[src/rtl/assert_macros.svh]
// Assertion helpers for RTL files that check their own logic.
// Each macro takes a label, the clock, the active-low reset and two expressions.
`ifndef ASSERT_MACROS_SVH
`define ASSERT_MACROS_SVH

// The consequent must hold in the same cycle as the antecedent.
`define ASSERT_SAME(label, clk, rst_n, ante, cons) \
    label: assert property (@(posedge clk) disable iff (!rst_n) (ante) |-> (cons)) \
        else $error("assertion failed");

// The consequent must hold in the cycle after the antecedent.
`define ASSERT_NEXT(label, clk, rst_n, ante, cons) \
    label: assert property (@(posedge clk) disable iff (!rst_n) (ante) |=> (cons)) \
        else $error("assertion failed");

`endif

[src/rtl/tcfd_pkg.sv]
// Constants and types for the text command frame decoder.
// Stand-alone package; used by the top level.
`default_nettype none

package tcfd_pkg;

    localparam int MAX_FRAME   = 32;
    localparam int MAX_LETTERS = 8;

    localparam int KW_IDX_W = $clog2(MAX_LETTERS);

    typedef logic [7:0]                   t_byte;
    typedef logic [MAX_LETTERS-1:0][7:0]  t_kw_buf;

    typedef enum logic [2:0] {
        CMD_NONE   = 3'd0,
        CMD_SERVO  = 3'd1,
        CMD_LCD    = 3'd2,
        CMD_LEDON  = 3'd3,
        CMD_LEDOFF = 3'd4
    } t_cmd;

    localparam t_byte CH_HASH  = 8'h23;
    localparam t_byte CH_SPACE = 8'h20;
    localparam t_byte CH_0     = 8'h30;
    localparam t_byte CH_9     = 8'h39;
    localparam t_byte CH_A     = 8'h61;
    localparam t_byte CH_Z     = 8'h7A;

    // Keywords packed with the first letter in the low byte.
    localparam logic [47:0] KW_SERVO  = 48'h006F76726573;
    localparam logic [47:0] KW_LCD    = 48'h00000064636C;
    localparam logic [47:0] KW_LEDON  = 48'h006E6F64656C;
    localparam logic [47:0] KW_LEDOFF = 48'h66666F64656C;

    localparam logic [3:0] LEN_SERVO  = 4'd5;
    localparam logic [3:0] LEN_LCD    = 4'd3;
    localparam logic [3:0] LEN_LEDON  = 4'd5;
    localparam logic [3:0] LEN_LEDOFF = 4'd6;

endpackage

`default_nettype wire

[src/rtl/text_command_frame_decoder.sv]
// A request is accepted into the input register and then processed into the frame
// state and, for a '#', into the result register, where the result waits until taken.
// Throughput: one request per cycle while the result register is empty or being taken;
// the frame state is updated per byte between the input and result registers.
// Reset (synchronous, active low) empties both stages, clears the frame state and
// turns all LEDs off. The keyword letters are not reset.
`default_nettype none
`include "assert_macros.svh"

module text_command_frame_decoder (
    input  wire                     i_clk,
    input  wire                     i_rst_n,
    input  wire                     i_rx_valid,
    output logic                    o_rx_ready,
    input  wire  tcfd_pkg::t_byte   i_rx_byte,
    output logic                    o_valid,
    input  wire                     i_ready,
    output logic [2:0]              o_command,
    output logic [15:0]             o_value,
    output logic [3:0]              o_led_pins,
    output logic                    o_frame_overflow
);
    import tcfd_pkg::*;

    function automatic logic kw_match(input t_kw_buf kbuf, input logic [3:0] klen,
                                      input logic [47:0] word, input logic [3:0] wlen);
        logic ok;
        ok = (klen == wlen);
        for (int i = 0; i < 6; i++) begin
            if (i < int'(wlen) && kbuf[i] != word[8*i +: 8]) begin
                ok = 1'b0;
            end
        end
        return ok;
    endfunction

    // Input stage
    logic       r_in_valid;
    t_byte      r_in_byte;

    // Frame state
    t_kw_buf     r_kw_buf;
    logic [3:0]  r_kw_len;
    logic [5:0]  r_frame_len;
    logic [15:0] r_num;
    logic [3:0]  r_pins;
    logic        r_ovf_seen;
    logic        r_truncated;

    // Result register
    logic        r_out_valid;
    t_cmd        r_cmd;
    logic [15:0] r_value;
    logic        r_ovf;

    logic        adv;
    logic        proc;
    logic        is_hash;
    logic        led_done;

    logic [3:0]  n_kw_len;
    logic [5:0]  n_frame_len;
    logic [15:0] n_num;
    logic [3:0]  n_pins;
    logic        n_ovf_seen;
    logic        n_truncated;
    logic        kw_write;
    t_cmd        n_cmd;
    logic [15:0] n_value;
    logic        n_ovf;
    logic [3:0]  led_mask;
    logic [7:0]  digit;

    assign adv        = !r_out_valid || i_ready;
    assign proc       = r_in_valid && adv;
    assign is_hash    = (r_in_byte == CH_HASH);
    assign o_rx_ready = !r_in_valid || adv;
    assign led_done   = proc && is_hash && (n_cmd == CMD_LEDON || n_cmd == CMD_LEDOFF);

    assign digit    = r_in_byte - CH_0;
    assign led_mask = 4'b0001 << (r_num[1:0] - 2'd1);

    always_comb begin
        n_kw_len    = r_kw_len;
        n_frame_len = r_frame_len;
        n_num       = r_num;
        n_pins      = r_pins;
        n_ovf_seen  = r_ovf_seen;
        n_truncated = r_truncated;
        kw_write    = 1'b0;
        n_cmd       = CMD_NONE;
        n_value     = 16'd0;
        n_ovf       = 1'b0;

        if (r_in_byte == CH_SPACE) begin
            // Spaces do not touch the frame at all.
        end else if (!is_hash) begin
            if (r_frame_len >= 6'(MAX_FRAME)) begin
                n_truncated = 1'b1;
            end else begin
                n_frame_len = r_frame_len + 6'd1;
                if (r_in_byte >= CH_0 && r_in_byte <= CH_9) begin
                    n_num = (r_num << 3) + (r_num << 1) + {8'd0, digit};
                end else if (r_in_byte >= CH_A && r_in_byte <= CH_Z) begin
                    if (r_kw_len >= 4'(MAX_LETTERS)) begin
                        n_ovf_seen = 1'b1;
                    end else begin
                        kw_write = 1'b1;
                        n_kw_len = r_kw_len + 4'd1;
                    end
                end
            end
        end else begin
            if (r_ovf_seen || r_truncated) begin
                n_ovf = 1'b1;
            end else begin
                n_value = r_num;
                if (kw_match(r_kw_buf, r_kw_len, KW_SERVO, LEN_SERVO)) begin
                    n_cmd = CMD_SERVO;
                end else if (kw_match(r_kw_buf, r_kw_len, KW_LCD, LEN_LCD)) begin
                    n_cmd = CMD_LCD;
                end else if (kw_match(r_kw_buf, r_kw_len, KW_LEDON, LEN_LEDON)) begin
                    n_cmd = CMD_LEDON;
                end else if (kw_match(r_kw_buf, r_kw_len, KW_LEDOFF, LEN_LEDOFF)) begin
                    n_cmd = CMD_LEDOFF;
                end
                if (r_num >= 16'd1 && r_num <= 16'd4) begin
                    if (n_cmd == CMD_LEDON) begin
                        n_pins = r_pins | led_mask;
                    end else if (n_cmd == CMD_LEDOFF) begin
                        n_pins = r_pins & ~led_mask;
                    end
                end
            end
            // A closed frame starts the next one empty.
            n_kw_len    = 4'd0;
            n_frame_len = 6'd0;
            n_num       = 16'd0;
            n_ovf_seen  = 1'b0;
            n_truncated = 1'b0;
        end
    end

    always_ff @(posedge i_clk) begin
        if (!i_rst_n) begin
            r_in_valid  <= 1'b0;
            r_kw_len    <= 4'd0;
            r_frame_len <= 6'd0;
            r_num       <= 16'd0;
            r_pins      <= 4'd0;
            r_ovf_seen  <= 1'b0;
            r_truncated <= 1'b0;
            r_out_valid <= 1'b0;
        end else begin
            if (o_rx_ready) begin
                r_in_valid <= i_rx_valid;
            end
            if (proc) begin
                r_kw_len    <= n_kw_len;
                r_frame_len <= n_frame_len;
                r_num       <= n_num;
                r_pins      <= n_pins;
                r_ovf_seen  <= n_ovf_seen;
                r_truncated <= n_truncated;
            end
            if (proc && is_hash) begin
                r_out_valid <= 1'b1;
            end else if (i_ready) begin
                r_out_valid <= 1'b0;
            end
        end
    end

    always_ff @(posedge i_clk) begin
        if (o_rx_ready && i_rx_valid) begin
            r_in_byte <= i_rx_byte;
        end
        if (proc && kw_write) begin
            r_kw_buf[r_kw_len[KW_IDX_W-1:0]] <= r_in_byte;
        end
        if (proc && is_hash) begin
            r_cmd   <= n_cmd;
            r_value <= n_value;
            r_ovf   <= n_ovf;
        end
    end

    assign o_valid          = r_out_valid;
    assign o_command        = r_cmd;
    assign o_value          = r_value;
    assign o_led_pins       = r_pins;
    assign o_frame_overflow = r_ovf;

    `ASSERT_SAME(a_ovf_clear, i_clk, i_rst_n, o_valid && r_ovf, r_cmd == CMD_NONE && r_value == '0)
    `ASSERT_NEXT(a_pins_only_on_led, i_clk, i_rst_n, !led_done, $stable(r_pins))
    `ASSERT_SAME(a_kw_len_bound, i_clk, i_rst_n, 1'b1, r_kw_len <= 4'(MAX_LETTERS))
    `ASSERT_SAME(a_frame_len_bound, i_clk, i_rst_n, 1'b1, r_frame_len <= 6'(MAX_FRAME))

endmodule

`default_nettype wire

[config.mk]
export PLATFORM = sky130hd
export DESIGN_NAME = text_command_frame_decoder
export DESIGN_NICKNAME = d
export VERILOG_FILES = /design/src/rtl/tcfd_pkg.sv /design/src/rtl/text_command_frame_decoder.sv
export VERILOG_INCLUDE_DIRS = /design/src /design/src/rtl
export SDC_FILE = /design/constraint.sdc
export NUM_CORES = 1
export LEC_CHECK = 0
export ABC_AREA = 0
export BUFFER_PORTS_ARGS = -buffer_cell sky130_fd_sc_hd__buf_2
export CAP_MARGIN = 20
export CORE_UTILIZATION = 45
export CTS_CLUSTER_DIAMETER = 120
export DETAILED_ROUTE_END_ITERATION = 12
export SLEW_MARGIN = 30
export SYNTH_ARGS = -nofsm -noshare
export SYNTH_HDL_FRONTEND = slang
export SYNTH_SLANG_ARGS = --single-unit
[constraint.sdc]
create_clock -name i_clk -period 3.2 [get_ports i_clk]
set_clock_uncertainty 0.1 [all_clocks]
set_input_delay 0.64 -clock i_clk [delete_from_list [all_inputs] [get_ports i_clk]]
set_output_delay 0.64 -clock i_clk [all_outputs]
set_load 0.05 [all_outputs]
Word level (Yosys, flattened, before mapping)
Index checks and enable logic that the tools add are counted.
- add/subtract/negate cells: 6
- order comparisons: 10
- equal/unequal tests: 22
- shifts and indexed selects: 1
- multiplexer cells: 75
- bitwise operators: 6
- reductions and logical operators: 27
- operators with widths (cell ; number):
    $ne A8 B7 Y1 const B ; 12
    $bwmux W64 ; 1
    $mux W1 ; 53
    $mux W16 ; 3
    $mux W4 ; 7
    $demux W8 S3 ; 1
    $mux W3 ; 7
    $reduce_and A6 Y1 ; 3
    $add A16 B16 Y16 ; 1
    $add A16 B8 Y16 ; 1
    $eq A8 B6 Y1 const B ; 2
    $ge A16 B1 Y1 const B ; 1
    $le A16 B3 Y1 const B ; 1
    $mux W6 ; 2
    $reduce_bool A2 Y1 ; 6
    $eq A4 B3 Y1 const B ; 2
    $ge A8 B6 Y1 const B ; 1
    $ge A8 B7 Y1 const B ; 1
    $le A8 B6 Y1 const B ; 1
    $le A8 B7 Y1 const B ; 1
    $logic_and A1 B1 Y1 ; 8
    $mux W8 ; 1
    $sub A8 B6 Y8 const B ; 1
    $add A6 B1 Y6 const B ; 1
    21 further kinds ; 29
- flip-flop bits (word level): 126
- input port bits: 12
- output and inout bits: 26
- word-level logic and storage cells: 167

Longest topological paths before layout
- depth in word-level cells: 34
- depth in mapped cells: 11
- depth with buffers taken out: 11

Least setup slack after synthesis
Ideal clock, no wire load.
- path kind: reg2reg
- from: register r_in_byte[4]
- to: register r_cmd[0] (netlist: o_command[0]) (enable)
- setup time: 0.398 ns
- arrival time: 2.611 ns
- data required time: 2.702 ns
- path slack: 0.091 ns
- stages on the path, launching flop included: 7
- buffers on the path: 1
- period minus slack after synthesis: 3.109 ns
- cells stage by stage: edfxtp_1 -> inv_1 -> ha_1 -> or4b_4 -> or3_1 -> buf_6 -> nor2_1
- cells in the longest elaborated chain, start to end: 2
- ends and longest elaborated chain (what ; line ; source):
    start: declaration ; text_command_frame_decoder.sv:39 ; t_byte r_in_byte;
    start signal: assignment ; text_command_frame_decoder.sv:176 ; r_in_byte <= i_rx_byte;
    $eq A8 B6 Y1 ; text_command_frame_decoder.sv:76 ; assign is_hash = (r_in_byte == CH_HASH);
    $logic_and A1 B1 Y1 ; text_command_frame_decoder.sv:181 ; if (proc && is_hash) begin
    end signal: assignment ; text_command_frame_decoder.sv:182 ; r_cmd <= n_cmd;
    end: declaration ; text_command_frame_decoder.sv:52 ; t_cmd r_cmd;
Every way passes these cells.
A chain may end at the register's enable or synchronous reset.

Worst setup path after layout
- from: register r_in_byte[4]
- to: register r_num[14]
- cells in the longest elaborated chain, start to end: 5
- elaborated cells between the ends (all ways): 14
- classes of those cells: add/sub: 2; order compare: 2; eq/ne: 3; mux: 3; bitwise: 1; reduce/logical: 3
- ends and longest elaborated chain (what ; line ; source):
    $sub A8 B6 Y8 ; text_command_frame_decoder.sv:80 ; assign digit = r_in_byte - CH_0;
    $add A16 B8 Y16 ; text_command_frame_decoder.sv:103 ; n_num = (r_num << 3) + (r_num << 1) + {8'd0, digit};
    $mux W16 ; text_command_frame_decoder.sv:102 ; if (r_in_byte >= CH_0 && r_in_byte <= CH_9) begin
    $mux W16 ; text_command_frame_decoder.sv:98 ; if (r_frame_len >= 6'(MAX_FRAME)) begin
    $mux W16 ; text_command_frame_decoder.sv:97 ; end else if (!is_hash) begin
    end signal: assignment ; text_command_frame_decoder.sv:161 ; r_num <= n_num;
    end: declaration ; text_command_frame_decoder.sv:45 ; logic [15:0] r_num;
Parallel ways exist; a longest one is shown, timed or not. The select of a mux whose other input is x is not followed.

==> metrics.yaml <==
grt_pass1_wl_um: 18690
power_frac_seq_pct: 54.7
yosysSeqAreaShare_pct: 56.94
rsz0062_at_grt: "false"
max-cap-violations: 0
tns_ns: 0
synth_warnings: 0
hold_path_class: "in2reg"
overflow: 0
critical_path.max_fanout: 5
peakVddDrop_v: 0.0002845
clk_transition_reported_paths_ns: 0.08
area_delta_synth_final_pct: 15.58
fin_total_pwr_w: 0.002827
ctsLongestPathBuffers: 2
netlist_area_mm2: 0.005204
hold_end: "r_in_byte[3]"
grt_max_degree: 23
rows: 38
ff2ff_path_depth: 10
cts_tree: "done"
synth_area_per_cell_um2: 11.91
drive_gt1_share_pct: 17.66
finalCritPeriodShare_pct: 94.46
crit_chain: "ha_1 -> xnor2_1 -> fa_1 -> ha_1 -> o21ai_0 -> a21oi_1 -> o211ai_1 -> a311o_1 -> xor2_1 -> o21ai_0"
crit_arrival_ns: 3.21
numCtsBuffers: 9
place_congestion: 0.8334
io_buffers: 37
path_class: "reg2reg"
slew-limit-headroom_pct: 62.93
p_int_w: 0.002149
cp_num_buf_inv: 0
synth_common_cells: "edfxtp_1 (76), nor2_1 (38), nand2_1 (35), dfxtp_1 (34), ha_1 (30)"
wl_per_cell_um: 17.82
antenna-diode-count: 0
die_h_um: 109.5
switching_power_w: 0.0006776
worst_setup_path_start_kind: "register"
r2r-end: "r_num[14]"
nets: 547
pwr-share-comb_pct: 5.2
grt_use_total_pct: 21.22
drtPass1Iterations: 4
yosysTopAreaCell: "edfxtp_1"
hold_start: "i_rx_byte[3]"
drc: 0
ys_ff_latch: 110
synth_cells: 437
die_area_mm2: 0.01200
place.detailed.hpwl_um: 8511
worstSkewPairLatency_ns: 0.36
ys_types: 57
coreArea_mm2: 0.01103
ys_async_sr_fraction_pct: 0
synth.most_common_cell: "edfxtp_1"
synth_ff_type: "edfxtp_1"
dieWidth_um: 109.5
whs_path_depth: 1
num_vias: 3506
required_ns: 3.38
pwr-share-clk_pct: 40.2
p_leak_nw: 2.351
pin_count: 38
synth_edf_count: 76
rrSetupSlack_ns: 0.18
critPathTopFamily: "adder cells"
yosysTopAreaCellShare_pct: 43.86
grt_pass1_vias: 3621
ys_top_cells_by_area: "edfxtp_1 (44%), dfxtp_1 (13%), ha_1 (7.2%), nor2_1 (2.7%), nand2_1 (2.5%)"
status: "finished clean"
detail-route-antenna-nets: 0
slowest_delay_ns: 0.44
htreeDepth: 3
setup_viol: 0
fmax_ghz: 0.3308
post-cts-setup-buffers: 0
hold_viol_final: 0
reg2reg_from: "r_in_byte[4]"
syn_nets: 485
slowest_stage: "edfxtp_1"
worstMarginPinSlew_ns: 0.5560
cts.sinks: 110
vias_per_cell: 5.444
drt-total-wl_um: 11480
antenna_found_initial: 0
p_sw_share_pct: 23.97
drv_slew: 0
end_kind: "register"
cp-startpoint: "r_in_byte[4]"
dr.first_iter.drc_count: 183
start_util_pct: 47.18
power_density_mw_per_mm2: 470.0
cts_root_buf: "clkbuf_16"
min_period_ns: 3.023
==> power groups by stage <==
stage	Sequential (W)	Clock, W	Combinational, W
finish	0.00155	0.00114	0.000146
CTS	0.00155	0.00116	0.000148
global route	0.00155	0.00121	0.000163
global placement	0.00158	0	0.000144
detailed placement	0.00158	0	0.000147
floorplan	0.00158	0	0.0000811
==> layout by cell type, fill, tap and decap left out, types with 11 or more instances in the layout <==
cell / instances
a21oi_1: 15
and2_1: 18
buf_2: 37
buf_4: 23
dfxtp_1: 34
edfxtp_1: 76
ha_1: 30
inv_1: 11
nand2_1: 35
nand3_1: 13
nor2_1: 37
nor2b_1: 17
nor3_1: 12
o21ai_0: 16
==> layout make-up <==
class | count | area [um^2]
clock buffers | 9 | 225.2
well taps | 140 | 175.2
flip-flops and latches | 110 | 2963
fillers | 965 | 5016
multi-input cells | 307 | 2168
clock inverters | 7 | 83.83
inverters | 11 | 41.29
repair buffers | 60 | 357.8
==> kinds of logic after synthesis <==
family,synth area share (%)
DFF,56.94
muxes,0.9618
adders and majority gates,9.522
and+or+nand+nor,19.57
xor gates and xnor gates,3.030
buffers and inverters,1.587
AOI/OAI and AO/OA,8.392
==> how the worst max path moves through the flow <==
stage / cells after the start / end / slack [ns]
final: 10 / r_num[14] / 0.18
after global routing: 10 / r_num[14] / 0.006
after CTS: 10 / r_num[14] / 0.18
after detailed placement: 10 / r_num[14] / 0.22
after global placement: 10 / r_num[14] / 0.30
after floorplan: 6 / o_command[0] / 0.09
==> registers in the layout, summed over array words and instances (netlist names), named ones only <==
name / flops
o_value: 16
o_valid: 1
o_command: 3
r_in_byte: 8
r_truncated: 1
r_kw_len: 4
r_kw_buf: 48
r_in_valid: 1
r_num: 16
o_frame_overflow: 1
r_ovf_seen: 1
r_frame_len: 6
==> per-layer routing <==
layer  routed length, um  vias up  track usage (%)
li1                    -     1733                -
met1                5404     1691            28.55
met2                5503       67            34.50
met3                 347       15            3.379
met4                 223        0            8.095
met5                   0        -                0
==> metrics by stage <==
step	setup slack [ns]	hold WS (ns)	util [%]	instance area (um^2)	instances
CTS	0.1769	0.3458	54.46	6007	644
detailed placement	0.2173	0.3597	51.66	5698	628
global route	0.006225	0.3456	54.53	6015	644
finish	0.1774	0.3519	54.53	6015	644
global placement	0.3013	0.3591	51.66	5698	628
floorplan	0.09069	0.3395	-	5204	437
==> timing repair <==
action,4_1_cts,5_1_grt
setup endpoints to repair,0,1
resized for setup,0,1
hold buffers,0,0
(Power assumes the default switching activity.)
